File: src/design/ddft_pkg.sv
// Package for the direct DFT block: field widths, fixed-point constants
// and the Q1.15 cosine table. No dependencies.
package ddft_pkg;

  localparam int SAMPLE_W   = 16;
  localparam int ACC_W      = 40;
  localparam int BIN_W      = 6;
  localparam int FRAC_W     = 15;
  localparam int ROM_SIZE   = 64;
  localparam int ROM_W      = 6;
  localparam int POINTS_DEF = 64;

  // Quarter-turn offset that turns a cosine lookup into a sine lookup.
  localparam logic [ROM_W-1:0] SIN_OFFSET = ROM_W'(ROM_SIZE - ROM_SIZE / 4);

  // round(32767 * cos(2*pi*m/64)), m = 0 .. 63.
  localparam logic signed [SAMPLE_W-1:0] COS_TABLE [ROM_SIZE] = '{
    16'sd32767, 16'sd32609, 16'sd32137, 16'sd31356,
    16'sd30273, 16'sd28898, 16'sd27245, 16'sd25329,
    16'sd23170, 16'sd20787, 16'sd18204, 16'sd15446,
    16'sd12539, 16'sd9512,  16'sd6393,  16'sd3212,
    16'sd0,     -16'sd3212, -16'sd6393, -16'sd9512,
    -16'sd12539, -16'sd15446, -16'sd18204, -16'sd20787,
    -16'sd23170, -16'sd25329, -16'sd27245, -16'sd28898,
    -16'sd30273, -16'sd31356, -16'sd32137, -16'sd32609,
    -16'sd32767, -16'sd32609, -16'sd32137, -16'sd31356,
    -16'sd30273, -16'sd28898, -16'sd27245, -16'sd25329,
    -16'sd23170, -16'sd20787, -16'sd18204, -16'sd15446,
    -16'sd12539, -16'sd9512, -16'sd6393, -16'sd3212,
    16'sd0,     16'sd3212,  16'sd6393,  16'sd9512,
    16'sd12539, 16'sd15446, 16'sd18204, 16'sd20787,
    16'sd23170, 16'sd25329, 16'sd27245, 16'sd28898,
    16'sd30273, 16'sd31356, 16'sd32137, 16'sd32609
  };

endpackage

File: src/design/ddft_ram.sv
// Generic single-write, single-read RAM with a registered read port.
// No dependencies.
module ddft_ram #(
  parameter int WIDTH = 16,
  parameter int DEPTH = 64
) (
  input  logic                     clk,
  input  logic                     we,
  input  logic [$clog2(DEPTH)-1:0] waddr,
  input  logic [WIDTH-1:0]         wdata,
  input  logic [$clog2(DEPTH)-1:0] raddr,
  output logic [WIDTH-1:0]         rdata
);

  logic [WIDTH-1:0] mem_r [DEPTH];
  logic [WIDTH-1:0] rdata_r;

  always_ff @(posedge clk) begin
    if (we) begin
      mem_r[waddr] <= wdata;
    end
    rdata_r <= mem_r[raddr];
  end

  assign rdata = rdata_r;

endmodule

File: src/design/direct_dft_block.sv
// Top level of the direct DFT block: sequencer, shared multiply-accumulate
// unit and output scaling. Depends on ddft_pkg and ddft_ram.
//
// The block collects POINTS samples into a sample RAM, one per input transfer,
// and then computes the DFT bin by bin with one cosine and one sine
// multiplier feeding two 40-bit accumulators. Each bin is one accumulation
// pass over the sample RAM followed by pipeline drain and scaling, after which
// the result is held until the output transfer; the input is stalled from the
// last sample of a block until the final bin has been transferred. A block
// therefore costs POINTS load transfers plus a single multiply-accumulate pass
// over the sample RAM for every bin.
module direct_dft_block #(
  parameter int POINTS = ddft_pkg::POINTS_DEF
) (
  input  logic                                clk,
  input  logic                                rst_n,
  input  logic                                in_valid,
  output logic                                in_stall,
  input  logic signed [ddft_pkg::SAMPLE_W-1:0] in_sample,
  output logic                                out_valid,
  input  logic                                out_stall,
  output logic [ddft_pkg::BIN_W-1:0]          out_bin_index,
  output logic signed [ddft_pkg::SAMPLE_W-1:0] out_real_part,
  output logic signed [ddft_pkg::SAMPLE_W-1:0] out_imag_part,
  output logic                                out_last_bin
);

  import ddft_pkg::*;

  localparam int SAW    = $clog2(POINTS);
  localparam int STRIDE = ROM_SIZE / POINTS;
  localparam int SHIFT  = SAW + FRAC_W;
  localparam logic [BIN_W-1:0] LAST_IDX = BIN_W'(POINTS - 1);
  localparam logic signed [ACC_W-1:0] BIAS = ACC_W'((64'd1 << SHIFT) - 64'd1);
  localparam int PROD_W = 2 * SAMPLE_W;

  localparam logic [1:0] ST_LOAD  = 2'd0;
  localparam logic [1:0] ST_CALC  = 2'd1;
  localparam logic [1:0] ST_DRAIN = 2'd2;
  localparam logic [1:0] ST_OUT   = 2'd3;

  logic [1:0]       state_r, state_nxt;
  logic [BIN_W-1:0] load_cnt_r, load_cnt_nxt;
  logic [BIN_W-1:0] bin_r, bin_nxt;
  logic [BIN_W-1:0] n_r, n_nxt;
  logic [ROM_W-1:0] phase_r, phase_nxt;
  logic             v1_r, v1_nxt;
  logic             v2_r;
  logic             clr_acc;

  logic signed [SAMPLE_W-1:0] cos_r, sin_r;
  logic signed [PROD_W-1:0]   prod_c_r, prod_s_r;
  logic signed [ACC_W-1:0]    acc_c_r, acc_s_r;
  logic signed [SAMPLE_W-1:0] real_r, imag_r;
  logic signed [ACC_W-1:0]    q_c, q_s;

  logic                       in_xfer;
  logic [SAMPLE_W-1:0]        ram_rdata;
  logic signed [SAMPLE_W-1:0] sample_rd;
  logic [ROM_W-1:0]           phase_step;

  assign in_xfer    = in_valid && !in_stall;
  assign in_stall   = (state_r != ST_LOAD);
  assign phase_step = ROM_W'(bin_r * STRIDE);
  assign sample_rd  = $signed(ram_rdata);

  ddft_ram #(
    .WIDTH(SAMPLE_W),
    .DEPTH(POINTS)
  ) u_store (
    .clk  (clk),
    .we   (in_xfer),
    .waddr(load_cnt_r[SAW-1:0]),
    .wdata(in_sample),
    .raddr(n_r[SAW-1:0]),
    .rdata(ram_rdata)
  );

  always_comb begin
    state_nxt    = state_r;
    load_cnt_nxt = load_cnt_r;
    bin_nxt      = bin_r;
    n_nxt        = n_r;
    phase_nxt    = phase_r;
    v1_nxt       = 1'b0;
    clr_acc      = 1'b0;
    unique case (state_r)
      ST_LOAD: begin
        if (in_xfer) begin
          if (load_cnt_r == LAST_IDX) begin
            load_cnt_nxt = '0;
            bin_nxt      = '0;
            n_nxt        = '0;
            phase_nxt    = '0;
            clr_acc      = 1'b1;
            state_nxt    = ST_CALC;
          end else begin
            load_cnt_nxt = load_cnt_r + 1'b1;
          end
        end
      end
      ST_CALC: begin
        v1_nxt    = 1'b1;
        phase_nxt = phase_r + phase_step;
        n_nxt     = n_r + 1'b1;
        if (n_r == LAST_IDX) begin
          state_nxt = ST_DRAIN;
        end
      end
      ST_DRAIN: begin
        if (!v1_r && !v2_r) begin
          state_nxt = ST_OUT;
        end
      end
      ST_OUT: begin
        if (!out_stall) begin
          if (bin_r == LAST_IDX) begin
            bin_nxt   = '0;
            state_nxt = ST_LOAD;
          end else begin
            bin_nxt   = bin_r + 1'b1;
            n_nxt     = '0;
            phase_nxt = '0;
            clr_acc   = 1'b1;
            state_nxt = ST_CALC;
          end
        end
      end
      default: begin
        state_nxt = ST_LOAD;
      end
    endcase
  end

  always_ff @(posedge clk) begin
    if (!rst_n) begin
      state_r    <= ST_LOAD;
      load_cnt_r <= '0;
      bin_r      <= '0;
      n_r        <= '0;
      phase_r    <= '0;
      v1_r       <= 1'b0;
      v2_r       <= 1'b0;
      acc_c_r    <= '0;
      acc_s_r    <= '0;
    end else begin
      state_r    <= state_nxt;
      load_cnt_r <= load_cnt_nxt;
      bin_r      <= bin_nxt;
      n_r        <= n_nxt;
      phase_r    <= phase_nxt;
      v1_r       <= v1_nxt;
      v2_r       <= v1_r;
      if (clr_acc) begin
        acc_c_r <= '0;
        acc_s_r <= '0;
      end else if (v2_r) begin
        acc_c_r <= acc_c_r + ACC_W'(prod_c_r);
        acc_s_r <= acc_s_r + ACC_W'(prod_s_r);
      end
    end
  end

  // Twiddles are fetched alongside the RAM read so both arrive together.
  always_ff @(posedge clk) begin
    cos_r    <= COS_TABLE[phase_r];
    sin_r    <= COS_TABLE[phase_r + SIN_OFFSET];
    prod_c_r <= sample_rd * cos_r;
    prod_s_r <= sample_rd * sin_r;
  end

  // Division by POINTS * 32768 truncated toward zero.
  assign q_c = (acc_c_r + (acc_c_r[ACC_W-1] ? BIAS : '0)) >>> SHIFT;
  assign q_s = (acc_s_r + (acc_s_r[ACC_W-1] ? BIAS : '0)) >>> SHIFT;

  always_ff @(posedge clk) begin
    if (state_r == ST_DRAIN) begin
      real_r <= q_c[SAMPLE_W-1:0];
      imag_r <= -q_s[SAMPLE_W-1:0];
    end
  end

  assign out_valid     = (state_r == ST_OUT);
  assign out_bin_index = bin_r;
  assign out_real_part = real_r;
  assign out_imag_part = imag_r;
  assign out_last_bin  = (bin_r == LAST_IDX);

endmodule
File: config.mk
export PLATFORM = sky130hd
export DESIGN_NAME = direct_dft_block
export DESIGN_NICKNAME = d
export VERILOG_FILES = /design/src/design/ddft_pkg.sv /design/src/design/ddft_ram.sv /design/src/design/direct_dft_block.sv
export SDC_FILE = /design/constraint.sdc
export NUM_CORES = 2
export LEC_CHECK = 0
export ABC_AREA = 1
export BUFFER_PORTS_ARGS = -buffer_cell sky130_fd_sc_hd__buf_2
export CELL_PAD_IN_SITES_DETAIL_PLACEMENT = 0
export CELL_PAD_IN_SITES_GLOBAL_PLACEMENT = 1
export CORE_MARGIN = 2
export CORE_UTILIZATION = 55
export CTS_CLUSTER_DIAMETER = 80
export DETAILED_ROUTE_END_ITERATION = 7
export PLACE_DENSITY_LB_ADDON = 0.1
export SYNTH_ARGS = -nofsm -noshare
export SYNTH_HDL_FRONTEND = slang
export SYNTH_SLANG_ARGS = --single-unit
File: constraint.sdc
create_clock -name clk -period 13.8 [get_ports clk]
set_input_delay 3.45 -clock clk [delete_from_list [all_inputs] [get_ports clk]]
set_output_delay 3.45 -clock clk [all_outputs]
set_load 0.1 [all_outputs]
==> metrics.txt <==
I/O pins 61; initial DRC count slightly above 5000; Post-DP HPWL 151500 µm; ys async rst share 0%; gate count of the mapped netlist between 8000 and 9000; gr usage total 30.92%; Arr. time, crit path 7.35 ns; Worst setup EP type register; min cycle time layout 6.663 ns; Clk pin slew, worst setup/hold paths 0.06 ns; H-Tree Depth 4; Yosys cell types 65; Placed Cells 9849; vias in the first global route 58110; total CTS buffers 137; Final Max Slew Viols 0; Crit Path Class reg2reg; worst slew pin tran around 1.3 ns; placed instance area 0.08001 mm²; final std cells w/o fill 10100; drt first pass iters 6; fin nets 8962; RSZ-0062 raised after global routing false; initial core utilization 55.56%; Setup crit start kind register; gp weighted congestion between 0.9 and 1; share of cells above drive strength 1 5.840%; Via density 5.717; global-route wire length before repair ~340000 µm; core area 0.1399 mm²; Seq/Total Area, Yosys a little under half; max-cap viol count 0; clock root buffer master clkbuf_16; largest net degree at the start of global routing 165; syn avg cell area 9.532 µm²; Area Overhead vs Synth 8.926%; worst hold stages 2; Hold Slack ~0.42 ns; Hold Crit Class reg2reg; setup TNS 0 ns; Tcrit/Tclk final 48.28%; Post-synth EDFFs 1056; CTS resizes 0; gr ovfl total 0; Synth Register Bits approximately 1300; die width 379.9 µm; highest-count cells in the layout ignoring fill and taps nand2_1, inv_1, edfxtp_1; hold path startpoint v1_r$_SDFF_PN0_; clk sinks 1276; fin area 0.08464 mm²; clock latency on the worst-skew pair 0.79 ns; Final ANT Viol Nets 0; die extent in y 379.9 µm; status complete, no violations; Final Skew between 0.07 and 0.08 ns; worst r2r path cells 23; Critical R2R Capture prod_s_r[29]$_DFF_P_; Clock Path Buffers 3; post-CTS setup buffers 0; Port Buffers 60; # setup viols final 0; Via Count 57730; WHS Endpoint v2_r$_SDFF_PN0_; antenna violations before repair 4; Req. time, crit path roughly 14 ns; Post-Route WL 221700 µm; row cnt 137; FMAX 0.1501 GHz; Synth Net Count 9002; FF-to-FF Start u_store.rdata[15]$_DFF_P_; fillers 12010; Die ar. approximately 0.14 mm²; prevailing post-synth register cell edfxtp_1; wire per inst 21.96 µm; Synth Cell Area 0.07771 mm²; commonest non-fill, non-tap cell in the layout nand2_1; Slew Limit Headroom 15.94%; yosys warns 0; Final Hold Viols 0; CTS tree built; r2r setup slk 7.14 ns; worst-path maximum fanout 17; drt drc 0; Hold Buf Count CTS 0
sequential cells by signal, summed over array words and instances, names as in the netlist, 2 cells and up:
register       cells
acc_c_r           40
acc_s_r           40
cos_r             16
load_cnt_r         6
n_r                6
out_bin_index      6
out_imag_part     16
out_real_part     16
phase_r            6
prod_c_r          32
prod_s_r          32
sin_r             16
state_r            2
u_store.mem_r   1024
u_store.rdata     16
worst max path at each step:
stage / startpoint / end / slack (ns)
floorplan: out_bin_index[1]$_SDFFE_PN0P_ / out_last_bin / 8.00
global placement: u_store.rdata[15]$_DFF_P_ / prod_s_r[29]$_DFF_P_ / 7.14
detailed placement: u_store.rdata[15]$_DFF_P_ / prod_s_r[29]$_DFF_P_ / 7.13
CTS: u_store.rdata[15]$_DFF_P_ / prod_s_r[29]$_DFF_P_ / 7.11
global route: u_store.rdata[15]$_DFF_P_ / prod_s_r[29]$_DFF_P_ / 6.63
finish: u_store.rdata[15]$_DFF_P_ / prod_s_r[29]$_DFF_P_ / 7.14
critical path, stage by stage (launching register included):
cell and delay (ns):
dfxtp_1 0.77, buf_4 0.35, nand2_1 0.12, inv_1 0.16, fa_1 0.55, fa_1 0.92, fa_1 0.54, fa_1 0.51
fa_1 0.50, inv_1 0.05, fa_1 0.47, inv_1 0.04, ha_1 0.41, nand2_1 0.08, nor2_1 0.11, inv_1 0.06
nor3_1 0.17, nand2_1 0.07, o211ai_1 0.29, nand2_1 0.08, nand2_1 0.10, nand2_1 0.06, nand2_1 0.06, xor2_1 0.14
layer usage:
layer  vias up  global-route usage [%]  routed length [µm]
li1      26840                       -                   -
met1     28450                   40.70               90660
met2      2050                   51.92              107600
met3       387                   4.131               14220
met4         6                   12.46                9258
met5         -                       0                  39
Yosys cell counts (20+ instances only):
master | instances | share of area (%)
a21o_1 | 20 | 0.19
a21oi_1 | 277 | 1.8
a31oi_1 | 26 | 0.21
buf_2 | 29 | 0.19
clkbuf_1 | 321 | 1.6
dfxtp_1 | 220 | 5.7
edfxtp_1 | 1056 | 41
fa_1 | 527 | 14
ha_1 | 303 | 4.9
inv_1 | 1293 | 6.2
nand2_1 | 1361 | 6.6
nand3_1 | 212 | 1.4
nand4_1 | 111 | 0.89
nor2_1 | 951 | 4.6
nor3_1 | 55 | 0.35
o211ai_1 | 47 | 0.45
o21ai_0 | 724 | 4.7
o21bai_1 | 25 | 0.24
o221ai_1 | 112 | 1.3
o22ai_1 | 163 | 1.3
xnor2_1 | 47 | 0.53
xor2_1 | 85 | 0.96
area by class of cell:
| type | instances | area [µm²] | area share, % |
|---|---|---|---|
| inverters | 1308 | 4925 | 5.818 |
| repair buffers | 190 | 1314 | 1.552 |
| flip-flops and latches | 1276 | 36130 | 42.68 |
| diodes | 2 | 5.005 | 0.005913 |
| clock buffers | 167 | 3582 | 4.232 |
| clock inverters | 79 | 1049 | 1.239 |
| well taps | 1876 | 2347 | 2.773 |
| multi-input cells | 5199 | 35290 | 41.70 |
logic make-up after synthesis:
logic type	Yosys count	synth area share, %
and+or+nand+nor	2777	14.65
buffers and inverters	1677	8.155
AOI/OAI and AO/OA	1460	10.78
DFF	1276	46.47
adders and majority gates	830	18.46
xor gates and xnor gates	132	1.488
stage by stage:
stage          util, %  worst slack [ns]
2_1_floorplan        -             7.997
3_3_place_gp     57.20             7.144
3_5_place_dp     57.20             7.128
4_1_cts          60.51             7.113
5_1_grt          60.51             6.628
6_report         60.52             7.137
Power is left out: the tool's default activity adds up to more than one toggle a clock period on the data nets, which glitch-free logic cannot reach.
